## src/rtl/spim_pkg.sv

```systemverilog
// ----------------------------------------------------------------------------
// spim_pkg: shared types and constants for the SPI master core
// Holds the command codes, the register indexes, the word layouts and the
// decoded item that moves from the front end to the shift engine.
// ----------------------------------------------------------------------------
package spim_pkg;

    // Command codes on s_tuser
    localparam logic [1:0] CMD_TICK     = 2'd0;
    localparam logic [1:0] CMD_LOAD     = 2'd1;
    localparam logic [1:0] CMD_SELECT   = 2'd2;
    localparam logic [1:0] CMD_DESELECT = 2'd3;

    // Configuration register indexes
    localparam logic [2:0] CFG_CLOCK_IDLE_HIGH   = 3'd0;
    localparam logic [2:0] CFG_SAMPLE_FIRST_EDGE = 3'd1;
    localparam logic [2:0] CFG_LSB_FIRST         = 3'd2;
    localparam logic [2:0] CFG_HALF_PERIOD_TICKS = 3'd3;
    localparam logic [2:0] CFG_SELECT_LINE_COUNT = 3'd4;

    localparam int MAX_SELECT_LINES_DEF = 8;
    localparam int SELECT_PINS          = 8;
    localparam int IN_TDATA_W           = 16;
    localparam int OUT_TDATA_W          = 24;
    localparam int CFG_INDEX_W          = 3;
    localparam int CFG_DATA_W           = 8;
    localparam logic [3:0] BITS_PER_BYTE = 4'd8;

    // Classified command, as the engine sees it
    typedef enum logic [2:0] {
        KIND_TICK,
        KIND_LOAD,
        KIND_SELECT,
        KIND_DESELECT,
        KIND_BAD_SELECT
    } kind_t;

    typedef struct packed {
        kind_t       kind;
        logic [2:0]  select_index;
        logic [7:0]  send_byte;
        logic        miso_bit;
    } item_t;

    typedef struct packed {
        logic       clock_idle_high;
        logic       sample_first_edge;
        logic       lsb_first;
        logic [7:0] half_period_ticks;
        logic [3:0] select_line_count;
    } cfg_t;

endpackage

```

## src/rtl/spim_front.sv

```systemverilog
// ----------------------------------------------------------------------------
// spim_front: input classifier and two-entry word queue
// Decodes each incoming word into a command kind, checks the chip-select
// index against the line count, and buffers the result for the engine.
// ----------------------------------------------------------------------------
module spim_front #(
    parameter int MAX_SELECT_LINES = spim_pkg::MAX_SELECT_LINES_DEF
) (
    input  logic                            clk,
    input  logic                            rst_n,
    input  logic                            s_tvalid,
    output logic                            s_tready,
    // [2:0] select_index, [10:3] send_byte, [11] miso_bit, [15:12] zero
    input  logic [spim_pkg::IN_TDATA_W-1:0] s_tdata,
    // [1:0] cmd
    input  logic [1:0]                      s_tuser,
    input  logic [3:0]                      select_line_count,
    output logic                            q_valid,
    output spim_pkg::item_t                 q_item,
    input  logic                            q_pop
);
    import spim_pkg::*;

    logic [3:0] lines;
    logic       index_ok;
    item_t      in_item;
    logic       push;

    item_t      slot_reg [2];
    logic       wr_ptr_reg;
    logic       rd_ptr_reg;
    logic [1:0] count_reg;

    // Clamp the line count to what the core was built with
    assign lines    = (select_line_count > 4'(MAX_SELECT_LINES))
                      ? 4'(MAX_SELECT_LINES) : select_line_count;
    assign index_ok = ({1'b0, s_tdata[2:0]} < lines);

    always_comb
    begin
        in_item.select_index = s_tdata[2:0];
        in_item.send_byte    = s_tdata[10:3];
        in_item.miso_bit     = s_tdata[11];
        case (s_tuser)
            CMD_TICK:     in_item.kind = KIND_TICK;
            CMD_LOAD:     in_item.kind = KIND_LOAD;
            CMD_SELECT:   in_item.kind = index_ok ? KIND_SELECT : KIND_BAD_SELECT;
            CMD_DESELECT: in_item.kind = index_ok ? KIND_DESELECT : KIND_BAD_SELECT;
            default:      in_item.kind = KIND_TICK;
        endcase
    end

    assign s_tready = (count_reg != 2'd2);
    assign push     = s_tvalid && s_tready;
    assign q_valid  = (count_reg != 2'd0);
    assign q_item   = slot_reg[rd_ptr_reg];

    always_ff @(posedge clk)
    begin
        if (push)
        begin
            slot_reg[wr_ptr_reg] <= in_item;
        end
    end

    always_ff @(posedge clk or negedge rst_n)
    begin
        if (!rst_n)
        begin
            wr_ptr_reg <= 1'b0;
            rd_ptr_reg <= 1'b0;
            count_reg  <= 2'd0;
        end
        else
        begin
            if (push)
            begin
                wr_ptr_reg <= ~wr_ptr_reg;
            end
            if (q_pop)
            begin
                rd_ptr_reg <= ~rd_ptr_reg;
            end
            count_reg <= count_reg + 2'(push) - 2'(q_pop);
        end
    end

    ast_no_pop_empty: assert property (@(posedge clk) disable iff (!rst_n)
        q_pop |-> q_valid)
        else $error("queue popped while empty");

    ast_count_bound: assert property (@(posedge clk) disable iff (!rst_n)
        count_reg != 2'd3)
        else $error("queue count overflow");

    ast_full_blocks: assert property (@(posedge clk) disable iff (!rst_n)
        (count_reg == 2'd2) && !q_pop |=> (count_reg == 2'd2))
        else $error("full queue lost an entry");

endmodule

```

## src/rtl/spim_engine.sv

```systemverilog
// ----------------------------------------------------------------------------
// spim_engine: SPI shift engine and result register
// Takes a classified word per cycle unless stalled, steps divider, clock
// phase and shift registers, updates chip-select mask, registers result.
// ----------------------------------------------------------------------------
module spim_engine #(
    parameter int MAX_SELECT_LINES = spim_pkg::MAX_SELECT_LINES_DEF
) (
    input  logic                             clk,
    input  logic                             rst_n,
    input  spim_pkg::cfg_t                   cfg,
    input  logic                             q_valid,
    input  spim_pkg::item_t                  q_item,
    output logic                             q_pop,
    output logic                             m_tvalid,
    input  logic                             m_tready,
    output logic [spim_pkg::OUT_TDATA_W-1:0] m_tdata
);
    import spim_pkg::*;

    logic [7:0]                  tx_reg, tx_next;
    logic [7:0]                  rx_reg, rx_next;
    logic [3:0]                  bit_count_reg, bit_count_next;
    logic [7:0]                  div_reg, div_next;
    logic                        phase_reg, phase_next;
    logic                        active_reg, active_next;
    logic [MAX_SELECT_LINES-1:0] mask_reg, mask_next;
    logic                        m_tvalid_reg;
    logic [OUT_TDATA_W-1:0]      m_tdata_reg, m_tdata_next;

    logic [7:0]             half;
    logic [8:0]             div_inc;
    logic                   refused;
    logic                   done;
    logic [7:0]             rx_out;
    logic                   mosi;
    logic [SELECT_PINS-1:0] lines_n;
    logic [3:0]             bit_inc;

    assign q_pop    = q_valid && (!m_tvalid_reg || m_tready);
    assign m_tvalid = m_tvalid_reg;
    assign m_tdata  = m_tdata_reg;
    assign half     = (cfg.half_period_ticks == 8'd0) ? 8'd1 : cfg.half_period_ticks;
    assign div_inc  = {1'b0, div_reg} + 9'd1;
    assign bit_inc  = bit_count_reg + 4'd1;

    always_comb
    begin
        tx_next        = tx_reg;
        rx_next        = rx_reg;
        bit_count_next = bit_count_reg;
        div_next       = div_reg;
        phase_next     = phase_reg;
        active_next    = active_reg;
        mask_next      = mask_reg;
        refused        = 1'b0;
        done           = 1'b0;
        rx_out         = 8'd0;

        // Command first
        case (q_item.kind)
            KIND_LOAD:
            begin
                if (active_reg)
                begin
                    refused = 1'b1;
                end
                else
                begin
                    tx_next        = q_item.send_byte;
                    rx_next        = 8'd0;
                    bit_count_next = 4'd0;
                    div_next       = 8'd0;
                    phase_next     = 1'b0;
                    active_next    = 1'b1;
                end
            end
            KIND_SELECT:
                mask_next = mask_reg & ~(MAX_SELECT_LINES'(1) << q_item.select_index);
            KIND_DESELECT:
                mask_next = mask_reg | (MAX_SELECT_LINES'(1) << q_item.select_index);
            KIND_BAD_SELECT:
                refused = 1'b1;
            default:
                refused = 1'b0;
        endcase

        // Advance only if a transfer ran at the start of this tick
        if (active_reg)
        begin
            div_next = div_inc[7:0];
            if (div_inc >= {1'b0, half})
            begin
                div_next = 8'd0;
                if (!phase_reg)
                begin
                    phase_next = 1'b1;
                    if (cfg.sample_first_edge)
                    begin
                        rx_next = cfg.lsb_first ? {q_item.miso_bit, rx_reg[7:1]}
                                                : {rx_reg[6:0], q_item.miso_bit};
                    end
                    else if (bit_count_reg != 4'd0)
                    begin
                        tx_next = cfg.lsb_first ? {1'b0, tx_reg[7:1]}
                                                : {tx_reg[6:0], 1'b0};
                    end
                end
                else
                begin
                    phase_next = 1'b0;
                    if (cfg.sample_first_edge)
                    begin
                        tx_next = cfg.lsb_first ? {1'b0, tx_reg[7:1]}
                                                : {tx_reg[6:0], 1'b0};
                    end
                    else
                    begin
                        rx_next = cfg.lsb_first ? {q_item.miso_bit, rx_reg[7:1]}
                                                : {rx_reg[6:0], q_item.miso_bit};
                    end
                    bit_count_next = bit_inc;
                    if (bit_inc >= BITS_PER_BYTE)
                    begin
                        active_next    = 1'b0;
                        done           = 1'b1;
                        rx_out         = rx_next;
                        bit_count_next = 4'd0;
                    end
                end
            end
        end

        if (!active_next)
        begin
            phase_next = 1'b0;
        end

        mosi = active_next && (cfg.lsb_first ? tx_next[0] : tx_next[7]);

        lines_n                       = '1;
        lines_n[MAX_SELECT_LINES-1:0] = mask_next;

        m_tdata_next        = '0;
        m_tdata_next[0]     = phase_next ^ cfg.clock_idle_high;
        m_tdata_next[1]     = mosi;
        m_tdata_next[9:2]   = lines_n;
        m_tdata_next[10]    = active_next;
        m_tdata_next[11]    = done;
        m_tdata_next[19:12] = rx_out;
        m_tdata_next[20]    = refused;
    end

    always_ff @(posedge clk)
    begin
        if (q_pop)
        begin
            m_tdata_reg <= m_tdata_next;
            tx_reg      <= tx_next;
            rx_reg      <= rx_next;
        end
    end

    always_ff @(posedge clk or negedge rst_n)
    begin
        if (!rst_n)
        begin
            bit_count_reg <= 4'd0;
            div_reg       <= 8'd0;
            phase_reg     <= 1'b0;
            active_reg    <= 1'b0;
            mask_reg      <= '1;
            m_tvalid_reg  <= 1'b0;
        end
        else
        begin
            if (q_pop)
            begin
                bit_count_reg <= bit_count_next;
                div_reg       <= div_next;
                phase_reg     <= phase_next;
                active_reg    <= active_next;
                mask_reg      <= mask_next;
                m_tvalid_reg  <= 1'b1;
            end
            else if (m_tready)
            begin
                m_tvalid_reg <= 1'b0;
            end
        end
    end

    ast_done_not_busy: assert property (@(posedge clk) disable iff (!rst_n)
        m_tvalid_reg && m_tdata_reg[11] |-> !m_tdata_reg[10])
        else $error("done word still flags busy");

    ast_idle_phase: assert property (@(posedge clk) disable iff (!rst_n)
        !active_reg |-> !phase_reg && (div_reg == 8'd0))
        else $error("idle engine with clock phase or divider running");

    ast_bit_count: assert property (@(posedge clk) disable iff (!rst_n)
        bit_count_reg < BITS_PER_BYTE)
        else $error("bit count out of range");

    ast_stall_hold: assert property (@(posedge clk) disable iff (!rst_n)
        m_tvalid_reg && !m_tready |=> $stable(active_reg) && $stable(mask_reg))
        else $error("engine stepped while result stalled");

endmodule

```

## src/rtl/spi_master_with_chip_select_core.sv

```systemverilog
// ----------------------------------------------------------------------------
// spi_master_with_chip_select_core: 8-bit SPI master, modes 0 to 3
// Tick-driven SPI master with programmable polarity, phase, bit order,
// half-period divider and active-low chip-select lines.
// ----------------------------------------------------------------------------
// Each input word is one tick of the serial engine and produces exactly one
// output word carrying the SCLK, MOSI and chip-select pin levels, busy, done,
// the received byte (nonzero only on the done word) and a refused flag. The
// core takes one word every cycle for as long as the output side keeps up:
// the front end classifies each word (tick, load, select, deselect, or a
// select or deselect with an index at or above the line count) into a
// two-entry queue, and the shift engine pops one word per cycle, steps
// divider, clock phase and shift registers in that single cycle, and
// registers the result. The engine's step over its state is what sets the
// rate; a word passes through a queue slot and then the result register. A
// stall on the output holds the engine and fills the queue before s_tready
// drops. Write configuration only while the core is idle; the line count is
// clamped to MAX_SELECT_LINES, and lines above it always read as deselected.
// ----------------------------------------------------------------------------
module spi_master_with_chip_select_core #(
    parameter int MAX_SELECT_LINES = spim_pkg::MAX_SELECT_LINES_DEF
) (
    input  logic                             clk,
    input  logic                             rst_n,
    // Configuration write port
    input  logic                             wr_en,
    input  logic [spim_pkg::CFG_INDEX_W-1:0] wr_index,
    input  logic [spim_pkg::CFG_DATA_W-1:0]  wr_data,
    // Input words
    input  logic                             s_tvalid,
    output logic                             s_tready,
    // [2:0] select_index, [10:3] send_byte, [11] miso_bit, [15:12] zero
    input  logic [spim_pkg::IN_TDATA_W-1:0]  s_tdata,
    // [1:0] cmd
    input  logic [1:0]                       s_tuser,
    // Result words
    output logic                             m_tvalid,
    input  logic                             m_tready,
    // [0] sclk_level, [1] mosi_level, [9:2] select_lines_n, [10] busy_res,
    // [11] done_res, [19:12] received_byte, [20] refused, [23:21] zero
    output logic [spim_pkg::OUT_TDATA_W-1:0] m_tdata
);
    import spim_pkg::*;

    cfg_t  cfg_reg;
    logic  q_valid;
    item_t q_item;
    logic  q_pop;

    // Configuration registers; unknown indexes are dropped
    always_ff @(posedge clk or negedge rst_n)
    begin
        if (!rst_n)
        begin
            cfg_reg.clock_idle_high   <= 1'b0;
            cfg_reg.sample_first_edge <= 1'b0;
            cfg_reg.lsb_first         <= 1'b0;
            cfg_reg.half_period_ticks <= 8'd1;
            cfg_reg.select_line_count <= 4'd1;
        end
        else if (wr_en)
        begin
            case (wr_index)
                CFG_CLOCK_IDLE_HIGH:   cfg_reg.clock_idle_high   <= wr_data[0];
                CFG_SAMPLE_FIRST_EDGE: cfg_reg.sample_first_edge <= wr_data[0];
                CFG_LSB_FIRST:         cfg_reg.lsb_first         <= wr_data[0];
                CFG_HALF_PERIOD_TICKS: cfg_reg.half_period_ticks <= wr_data;
                CFG_SELECT_LINE_COUNT: cfg_reg.select_line_count <= wr_data[3:0];
                default:               cfg_reg.lsb_first         <= cfg_reg.lsb_first;
            endcase
        end
    end

    // Front end: classify and queue
    spim_front #(
        .MAX_SELECT_LINES (MAX_SELECT_LINES)
    ) u_front (
        .clk               (clk),
        .rst_n             (rst_n),
        .s_tvalid          (s_tvalid),
        .s_tready          (s_tready),
        .s_tdata           (s_tdata),
        .s_tuser           (s_tuser),
        .select_line_count (cfg_reg.select_line_count),
        .q_valid           (q_valid),
        .q_item            (q_item),
        .q_pop             (q_pop)
    );

    // Back end: shift engine and result register
    spim_engine #(
        .MAX_SELECT_LINES (MAX_SELECT_LINES)
    ) u_engine (
        .clk      (clk),
        .rst_n    (rst_n),
        .cfg      (cfg_reg),
        .q_valid  (q_valid),
        .q_item   (q_item),
        .q_pop    (q_pop),
        .m_tvalid (m_tvalid),
        .m_tready (m_tready),
        .m_tdata  (m_tdata)
    );

endmodule
```

## config.mk

```make
export PLATFORM = sky130hd
export DESIGN_NAME = spi_master_with_chip_select_core
export DESIGN_NICKNAME = d
export VERILOG_FILES = /design/src/rtl/spim_pkg.sv /design/src/rtl/spim_front.sv /design/src/rtl/spim_engine.sv /design/src/rtl/spi_master_with_chip_select_core.sv
export SDC_FILE = /design/constraint.sdc
export NUM_CORES = 1
export LEC_CHECK = 0
export ABC_AREA = 1
export BUFFER_PORTS_ARGS = -buffer_cell sky130_fd_sc_hd__buf_2
export CAP_MARGIN = 20
export CORE_ASPECT_RATIO = 1.1
export CORE_MARGIN = 10
export CORE_UTILIZATION = 63
export DETAILED_ROUTE_END_ITERATION = 8
export PLACE_DENSITY = 0.92
export SETUP_SLACK_MARGIN = 0.15
export SLEW_MARGIN = 20
export SYNTH_ARGS = -nofsm -noshare
export SYNTH_HDL_FRONTEND = slang
export SYNTH_HIERARCHICAL = 1
export SYNTH_SLANG_ARGS = --single-unit
```

## constraint.sdc

```tcl
create_clock -name clk -period 4.7 [get_ports clk]
set_input_delay 0.47 -clock clk [delete_from_list [all_inputs] [get_ports clk]]
set_output_delay 0.47 -clock clk [all_outputs]
set_load 0.1 [all_outputs]
```

==> results.toml <==
[critical_path]
worstPathMaxFanout = 22
crit_end_category = "flop"
worstPathArrival_ns = 3.39
worstSetupPathType = "flop to flop"
required_arrival_time_at_the_worst_endpoint_ns = 4.83
critical_path.startpoint_type = "flop"

[sta]
finalHoldViolations = 0
fmaxAchievable_mhz = 306.6
finalSetupViolCount = 0
final_max_slew_viol_count = 0
finalHoldWorstSlack_ns = 0.2224
worst_pin_slew_ns = 0.9831
timing.setup.tns_ns = 0
unrepaired_setup_endpoints_after_global_routing = "no"
final.period_utilization = 0.6941
slew_headroom = 0.3446
layout_min_cycle_time_ns = 3.262
clock_skew_ns = 0.01201

[min_path]
hold_class = "input pin to async pin"

[pwr]
power.density_nw_per_um2 = 712.9
p_leak_nw = 2.959
ir_worst_vdd_mv = 0.5698

[clock_tree]
clock_insertion_delay_worst_skew_ns = 0.37
clock_tree.htree_level_count = 3
clock_path_buffers = 2
clkTransAtPathRegs_ns = 0.10
cts.repair.resized = 0
postCtsSetupBuffers = 0
cell_chosen_for_the_clock_root = "sky130_fd_sc_hd__clkbuf_8"
cts-hold-fix-buffers = 0
cts.sinks = 109
tritoncts = "yes"
number_of_cts_inserted_buffers = 9

[logic_synthesis]
synth-seq-area-share = 0.5525
synth-compound-area-share = 0.07934
largest_family_of_logic_cells_by_synthesized_area = "simple AND/OR/NAND/NOR gates"
synthCells = 579
post_synth_mux_area_share = 0.04563
yosysWarnings = 6
synth-xor-area-share = 0.01573
yosys.cell_types.count = 44
ys_ff_latch = 109
synth_adder_area_share = 0.03372
post_synth_and_or_nand_nor_area_fraction = 0.1947
avgSynthCellArea_sq_um = 9.614
mappedNetlistArea_sq_um = 5567

[cells_and_area]
final_cell_mix = "164 x sky130_fd_sc_hd__nand2_1, 80 x sky130_fd_sc_hd__inv_1, 67 x sky130_fd_sc_hd__edfxtp_1"
nets_final = 679
area_delta_synth_final_pct = 8.676
antenna_cells_inserted = 0
final_design_area_no_fill_sq_um = 6050
largest_register_ff_count = 30
layout_commonest_cell = "sky130_fd_sc_hd__nand2_1"
drive_above_1_share = 0.1890

[floorplan]
floorplan.rows = 35
boundaryPins = 60
design.die.area_sq_um = 13000
core_area_sq_um = 8496
floorplan.die.width_um = 109.6
effective_utilization_at_floorplan = 0.6552
die_height_um = 118.6

[placed_design]
placed_cell_area_sq_um = 5876
placement.io_buffers = 52
gp_congestion = 0.8612
dpl.hpwl_um = 8034

[job]
max_cap_viol_count = 0

[detailed_routing]
post-route-drc-count = 0
routed_wl_um = 10940
via_count = 4054
route.antenna.remaining_nets = 0
first_pass_iters = 5
drt-vias-per-instance = 5.434
routed_wire_length_per_instance_um = 14.66
drt-initial-drc-count = 298

[global_route]
grt-ovfl-total = 0
first_global_vias = 4161
grt_max_degree = 50
grt_use_total = 0.1742
antenna_found_initial = 0
grt_first_pass_wirelength_um = 18420

[run_status]
status = "complete, no violations"
[critical path, cell delays in order (launching register included)]
cell,delay (ns)
sky130_fd_sc_hd__dfrtp_1,0.89
sky130_fd_sc_hd__mux2_2,0.46
sky130_fd_sc_hd__nor3_2,0.25
sky130_fd_sc_hd__nand2_1,0.54
sky130_fd_sc_hd__nand2_1,0.21
sky130_fd_sc_hd__nand2_1,0.11
sky130_fd_sc_hd__nand2_1,0.07
sky130_fd_sc_hd__nand3_1,0.08
sky130_fd_sc_hd__nand4_1,0.15
sky130_fd_sc_hd__nand3_1,0.10
sky130_fd_sc_hd__nand2_1,0.10
sky130_fd_sc_hd__nor2_1,0.04
[kinds of logic after synthesis]
kind of cell    after synthesis
buf+inv                     100
flops                       109
xor+xnor                     10
mux                          20
compound gates               73
simple gates                251
fa+ha+maj                    15
other cells                   1
[stage by stage]
step	worst slack [ns]	total power, mW	utilization	cells
finish	1.438	4.313	0.7121	746
global route	1.144	4.589	0.7121	746
CTS	1.437	4.318	0.7121	746
detailed placement	1.442	3.807	0.6916	730
global placement	1.631	3.691	0.6916	730
floorplan	1.447	3.415	-	581
[cell type report]
type                            instances  area (sq um)
Sequential cell                       109          3075
Inverter                               83         312.8
Multi-Input combinational cell        372          2066
Fill cell                             598          2446
Clock inverter                          7         50.05
Tap cell                              111         138.9
Timing Repair Buffer                   55         282.8
Clock buffer                            9         123.9
[final timing paths]
kind | end | cells past startpoint | startpoint | slack, ns
setup / recovery | u_engine/m_tdata[1]$_DFFE_PP_ | 11 | u_front/rd_ptr_reg$_DFFE_PN0P_ | 1.44
hold / removal | cfg_reg[11]$_DFFE_PN0P_ | 1 | rst_n | 0.22
setup reg to reg | u_engine/m_tdata[1]$_DFFE_PP_ | 11 | u_front/rd_ptr_reg$_DFFE_PN0P_ | 1.44
hold reg to reg | cfg_reg[0]$_DFFE_PN1P_ | 2 | cfg_reg[0]$_DFFE_PN1P_ | 0.48
max in group asynchronous | u_front/wr_ptr_reg$_DFFE_PN0P_ | 1 | rst_n | 3.89
min in group clk | u_front/slot_reg[1][3]$_DFFE_PP_ | 1 | s_tdata[5] | 0.28
[synth_stat cells (all sizes together)]
cell    instances  share of area
clkinv          1        0.00090
o31ai           2         0.0027
nor2           41          0.031
a41oi           1         0.0016
dfstp          10          0.047
buf            10          0.017
o21ai          38          0.035
o211ai          5         0.0094
nor3            4         0.0065
edfxtp         67           0.36
o22ai           3         0.0034
dfrtp          32           0.14
a31oi           1         0.0022
ha             15          0.034
inv            82          0.055
mux2i           4         0.0072
xnor2           3         0.0047
a41o            1         0.0018
nor4            1         0.0011
conb            1        0.00067
nand4           3         0.0034
mux2           16          0.038
xor2            7          0.011
nand2         173           0.12
clkbuf          7         0.0047
or2             1         0.0011
nand3          28          0.027
a21oi          14          0.013
a211oi          8          0.011
[layer usage]
| layer | global-route usage | share of wire |
|---|---|---|
| met1 | 0.2098 | 0.41 |
| met2 | 0.2938 | 0.50 |
| met3 | 0.04130 | 0.073 |
| met4 | 0.06189 | 0.013 |
| met5 | 0 | 0 |
[where the power goes]
part           switching (mW)  internal, mW  leakage [nW]  total, mW
clock network           0.317         0.195        0.0899      0.512
registers               0.221          1.47          1.17       1.69
logic                    1.57         0.538          1.70       2.11
(Power assumes the default switching activity.)
